[src/hdl/ssmp_pkg.sv]
package ssmp_pkg;

    localparam int MaxColumns = 64;
    localparam int CountBits  = 16;
    localparam int ColBits    = 6;
    localparam int LenBits    = 7;
    localparam int AccBits    = 48;
    localparam int ValBits    = 32;

    // Configuration register indexes.
    localparam logic [1:0] RegPoolMode   = 2'd0;
    localparam logic [1:0] RegRowLength  = 2'd1;
    localparam logic [1:0] RegPatchValue = 2'd2;

    localparam logic ActAccumulate = 1'b0;
    localparam logic ActClose      = 1'b1;

    typedef enum logic [2:0] {
        ST_IDLE,
        ST_ELEM,
        ST_READ,
        ST_DIV,
        ST_OUT
    } t_state;

    // Request passed from the controller to the divider.
    typedef struct packed {
        logic                      start;
        logic signed [AccBits-1:0] dividend;
        logic [CountBits-1:0]      divisor;
    } t_div_req;

endpackage

[src/hdl/ssmp_div.sv]
module ssmp_div
    import ssmp_pkg::*;
(
    input  logic                      i_clk,
    input  logic                      i_rst_n,
    input  t_div_req                  i_req,
    output logic                      o_done,
    output logic signed [AccBits-1:0] o_quot
);

    localparam int StepBits = $clog2(AccBits + 1);

    logic [AccBits-1:0]   r_rem, n_rem;
    logic [AccBits-1:0]   r_quo, n_quo;
    logic [CountBits-1:0] r_den, n_den;
    logic                 r_neg, n_neg;
    logic [StepBits-1:0]  r_cnt, n_cnt;
    logic                 r_busy, n_busy;
    logic                 r_done, n_done;
    logic [AccBits:0]     w_trial;
    logic [AccBits-1:0]   w_mag;

    assign w_mag = i_req.dividend[AccBits-1] ? AccBits'(-i_req.dividend)
                                             : AccBits'(i_req.dividend);
    assign w_trial = {r_rem, r_quo[AccBits-1]} - {{(AccBits+1-CountBits){1'b0}}, r_den};

    // Restoring division, one quotient bit a cycle on magnitudes.
    always_comb begin
        n_rem  = r_rem;
        n_quo  = r_quo;
        n_den  = r_den;
        n_neg  = r_neg;
        n_cnt  = r_cnt;
        n_busy = r_busy;
        n_done = 1'b0;
        if (i_req.start) begin
            n_rem  = '0;
            n_quo  = w_mag;
            n_den  = i_req.divisor;
            n_neg  = i_req.dividend[AccBits-1];
            n_cnt  = StepBits'(AccBits);
            n_busy = 1'b1;
        end else if (r_busy) begin
            if (!w_trial[AccBits]) begin
                n_rem = w_trial[AccBits-1:0];
                n_quo = {r_quo[AccBits-2:0], 1'b1};
            end else begin
                n_rem = {r_rem[AccBits-2:0], r_quo[AccBits-1]};
                n_quo = {r_quo[AccBits-2:0], 1'b0};
            end
            n_cnt = r_cnt - 1'b1;
            if (r_cnt == StepBits'(1)) begin
                n_busy = 1'b0;
                n_done = 1'b1;
            end
        end
    end

    always_ff @(posedge i_clk) begin
        r_rem <= n_rem;
        r_quo <= n_quo;
        r_den <= n_den;
        r_neg <= n_neg;
        r_cnt <= n_cnt;
        if (!i_rst_n) begin
            r_busy <= 1'b0;
            r_done <= 1'b0;
        end else begin
            r_busy <= n_busy;
            r_done <= n_done;
        end
    end

    assign o_done = r_done;
    assign o_quot = r_neg ? -$signed(r_quo) : $signed(r_quo);

endmodule

[config.mk]
export PLATFORM = sky130hd
export DESIGN_NAME = ssmp_div
export DESIGN_NICKNAME = d
export VERILOG_FILES = /design/src/hdl/ssmp_pkg.sv /design/src/hdl/ssmp_div.sv
export SDC_FILE = /design/constraint.sdc
export NUM_CORES = 1
export LEC_CHECK = 0
export ABC_AREA = 1
export BUFFER_PORTS_ARGS = -buffer_cell sky130_fd_sc_hd__clkbuf_2
export CORE_MARGIN = 4
export CORE_UTILIZATION = 40
export CTS_CLUSTER_SIZE = 28
export DETAILED_ROUTE_END_ITERATION = 10
export PLACE_DENSITY = 0.64
export SLEW_MARGIN = 20
export SYNTH_ARGS = -nofsm -noshare
export SYNTH_HDL_FRONTEND = slang
export SYNTH_SLANG_ARGS = --single-unit
export TNS_END_PERCENT = 1
[constraint.sdc]
create_clock -name i_clk -period 4.7 [get_ports i_clk]
set_input_delay 1.175 -clock i_clk [delete_from_list [all_inputs] [get_ports i_clk]]
set_output_delay 1.175 -clock i_clk [all_outputs]
set_load 0.02 [all_outputs]
==> results.md <==
- Status: complete, no violations
- Routed WL: 31,770 um
- # Max-Cap Violations: 0
- Setup Buffers After CTS: 0
- Mapped cell area: 10,100 um2
- Initial antenna violation count: 0
- Fin nets: 1,837
- Clock period minus worst slack: 4.017 ns
- Worst r2r dst: r_rem[18]
- Power share of the combinational group: 60.7%
- R2r startpoint: r_quo[47]
- Synth Flop Type: edfxtp_1
- Crit. End Element: output pin
- Post-DRT Antenna Nets: 0
- Routed len/inst: 15.22 um
- Yosys warnings: 0
- Synth area leaders: nand2_1 (21%), edfxtp_1 (19%), dfxtp_1 (11%), nor2_1 (8.6%), inv_1 (7.5%)
- I/O Pins: 116
- RSZ-0062 raised after global routing: no
- Seq/Total Area, Yosys: 30.42%
- EDFF count, synth: 65
- Final Wtd Congestion: 0.9627
- WL met2: 15,110 um
- Post-CTS resize count: 0
- Internal: 3.774 mW
- VDD IR max: 540.0 uV
- Die height: 166.9 um
- # clock sinks: 121
- Synth unique cells: 41
- Worst-margin pin slew: 0.8185 ns
- Worst r2r path cells: 16
- Clk_lat worst skew: 0.43 ns
- Vias in the first global route: 10,120
- Core area: 24,600 um2
- Clock power share: 17.9%
- Utilization after layout: 47.14%
- Met1 wire length: 13,680 um
- Post-synthesis async set-or-reset flop share: 0%
- WHS: 0.4757 ns
- Root buf cell: clkbuf_16
- Final setup vio count: 0
- HP Start: r_rem[4]
- Depth of the CTS H-tree: 4
- Initial core utilization: 41.06%
- Highest-count cells in the layout ignoring fill and taps: nand2_1 (571), nor2_1 (230), inv_1 (201), nand3_1 (121), clkbuf_2 (115)
- Post-Syn Nets: 1,734
- Cell taking the most area after synthesis: nand2_1
- Die area: 27,860 um2
- Std-Cell Rows: 57
- Worst setup margin: 0.6833 ns
- CTS Buf Count: 17
- Register share of total power: 21.4%
- Startpoint Class: register
- Overall Global Routing Usage: 22.25%
- Pwr dens: 681.3 nW/um2
- Final hold violation count: 0
- Top-area cell type share of the netlist area: 21.22%
- Crit path arrival time: 2.84 ns
- Crit share post-route: 85.46%
- Die width: 166.9 um
- Worst Path Required: 3.52 ns
- Largest net degree at the start of global routing: 52
- Switching Power: 4.129 mW
- Drt initial violations: 863
- Post-DP HPWL: 25,050 um
- Grt total ovfl: 0
- Clk pin slew, worst setup/hold paths: 0.06 ns
- F_max: 249.0 MHz
- Area grow syn2layout: 14.83%
- Met3 Wirelength: 1644 um
- Syn Area/Cell: 6.137 um2
- Rel. slew slack: 45.30%
- Post-CTS Hold Buffers: 0
- Average via count per standard cell: 5.061
- Max-slew violation count: 0
- Fraction of power spent switching nets: 52.25%
- Top sig layer: met4
- Synth Instances: 1,646
- Worst hold path class: reg2reg
- First-pass GRT wire length: 50,500 um
- CTS tree: done
- Pre-CTS setup slack: 1.131 ns
- Worst Setup SP: r_quo[0]
- Setup TNS: 0 ns
- Port buffer count: 115
- Share of layout cells above drive strength 1: 9.932%
- Seq cells post-synth: 121
- Critical path class: reg2out
- Via Count: 10,560
- Number of detailed-route iterations in the first pass: 5
- Max FO, Critical Path: 5
- Pleak: 5.647 nW
- Max Clock Skew: 0.006928 ns
- Drt drc: 0
- Clk buf depth: 2
- Worst Setup EP: o_quot[34]
- Flop-to-flop setup slack: 1.40 ns
- Leading cell type in the layout, fill and taps excluded: nand2_1
## cells in the mapped netlist, types with 3 or more instances
master    instances
xor2_1           58
nor3_1           23
a31oi_1           5
edfxtp_1         65
clkbuf_1         25
ha_1             20
nand3b_1         12
dfxtp_1          56
xnor2_1          27
nand4_1          39
o21ai_1          20
buf_2             8
a21oi_1          27
buf_1             4
o21ai_0          79
buf_6             5
nor4_1           14
inv_1           202
nor2_2            5
nand2_1         571
o211ai_1          3
nor2_1          232
nand3_1         121
## metal layers
metal	GRT usage [%]	vias up
met5	0	-
met4	9.747	0
met3	3.603	77
met2	38.22	341
met1	27.54	4681
li1	-	5464
## power groups by stage
| stage | registers, mW | logic [mW] | clock network, mW |
|---|---|---|---|
| after floorplan | 1.62 | 3.76 | 0 |
| after global placement | 1.70 | 4.70 | 0 |
| after detailed placement | 1.70 | 4.75 | 0 |
| after CTS | 1.69 | 4.78 | 1.43 |
| after global routing | 1.73 | 5.45 | 1.48 |
| final | 1.69 | 4.80 | 1.41 |
## sequential cells by signal, summed over array words and instances (netlist names)
| register | count |
|---|---|
| r_neg | 1 |
| r_rem | 48 |
| o_done | 1 |
| r_cnt | 6 |
| r_busy | 1 |
| r_den | 16 |
| r_quo | 48 |
## critical path: stages (launching register included)
cell	delay [ns]
edfxtp_1	0.43
inv_1	0.11
ha_1	0.18
nand3_1	0.16
nor2_2	0.23
nand2_1	0.17
nor2_1	0.16
nand3_1	0.10
nor4_1	0.35
nor3_1	0.09
nor2_1	0.25
clkbuf_2	0.22
## cell families after synthesis
| logic type | share of synthesized area [%] |
|---|---|
| flip-flops | 30.42 |
| XOR/XNOR | 7.369 |
| AND/OR/NAND/NOR | 42.09 |
| adder cells (fa/ha/maj) | 2.675 |
| buffers and inverters | 9.723 |
| AO/OA/AOI/OAI | 7.729 |
## layout make-up
type | count | area, um2
Antenna cell | 1 | 2.502
Multi-Input combinational cell | 1277 | 6057
Tap cell | 324 | 405.4
Clock inverter | 13 | 193.9
Timing Repair Buffer | 127 | 665.6
Inverter | 205 | 769.5
Fill cell | 2612 | 13010
Clock buffer | 19 | 432.9
Sequential cell | 121 | 3073
## metrics by stage
step           area [um2]  instances  total power [mW]
3_5_place_dp        10970       2054             6.458
2_1_floorplan       10100       1646             5.381
6_report            11600       2087             7.903
3_3_place_gp        10970       2054             6.395
5_1_grt             11600       2086             8.660
4_1_cts             11600       2086             7.894
## worst min-delay path by stage
stage / end / slack [ns] / cells after the start
finish: r_rem[4] / 0.48 / 2
global route: r_cnt[3] / 0.50 / 2
CTS: r_rem[4] / 0.48 / 2
detailed placement: r_rem[4] / 0.47 / 2
global placement: r_rem[4] / 0.46 / 2
floorplan: r_rem[13] / 0.45 / 2
No activity file was read; power rests on OpenSTA's default activity.
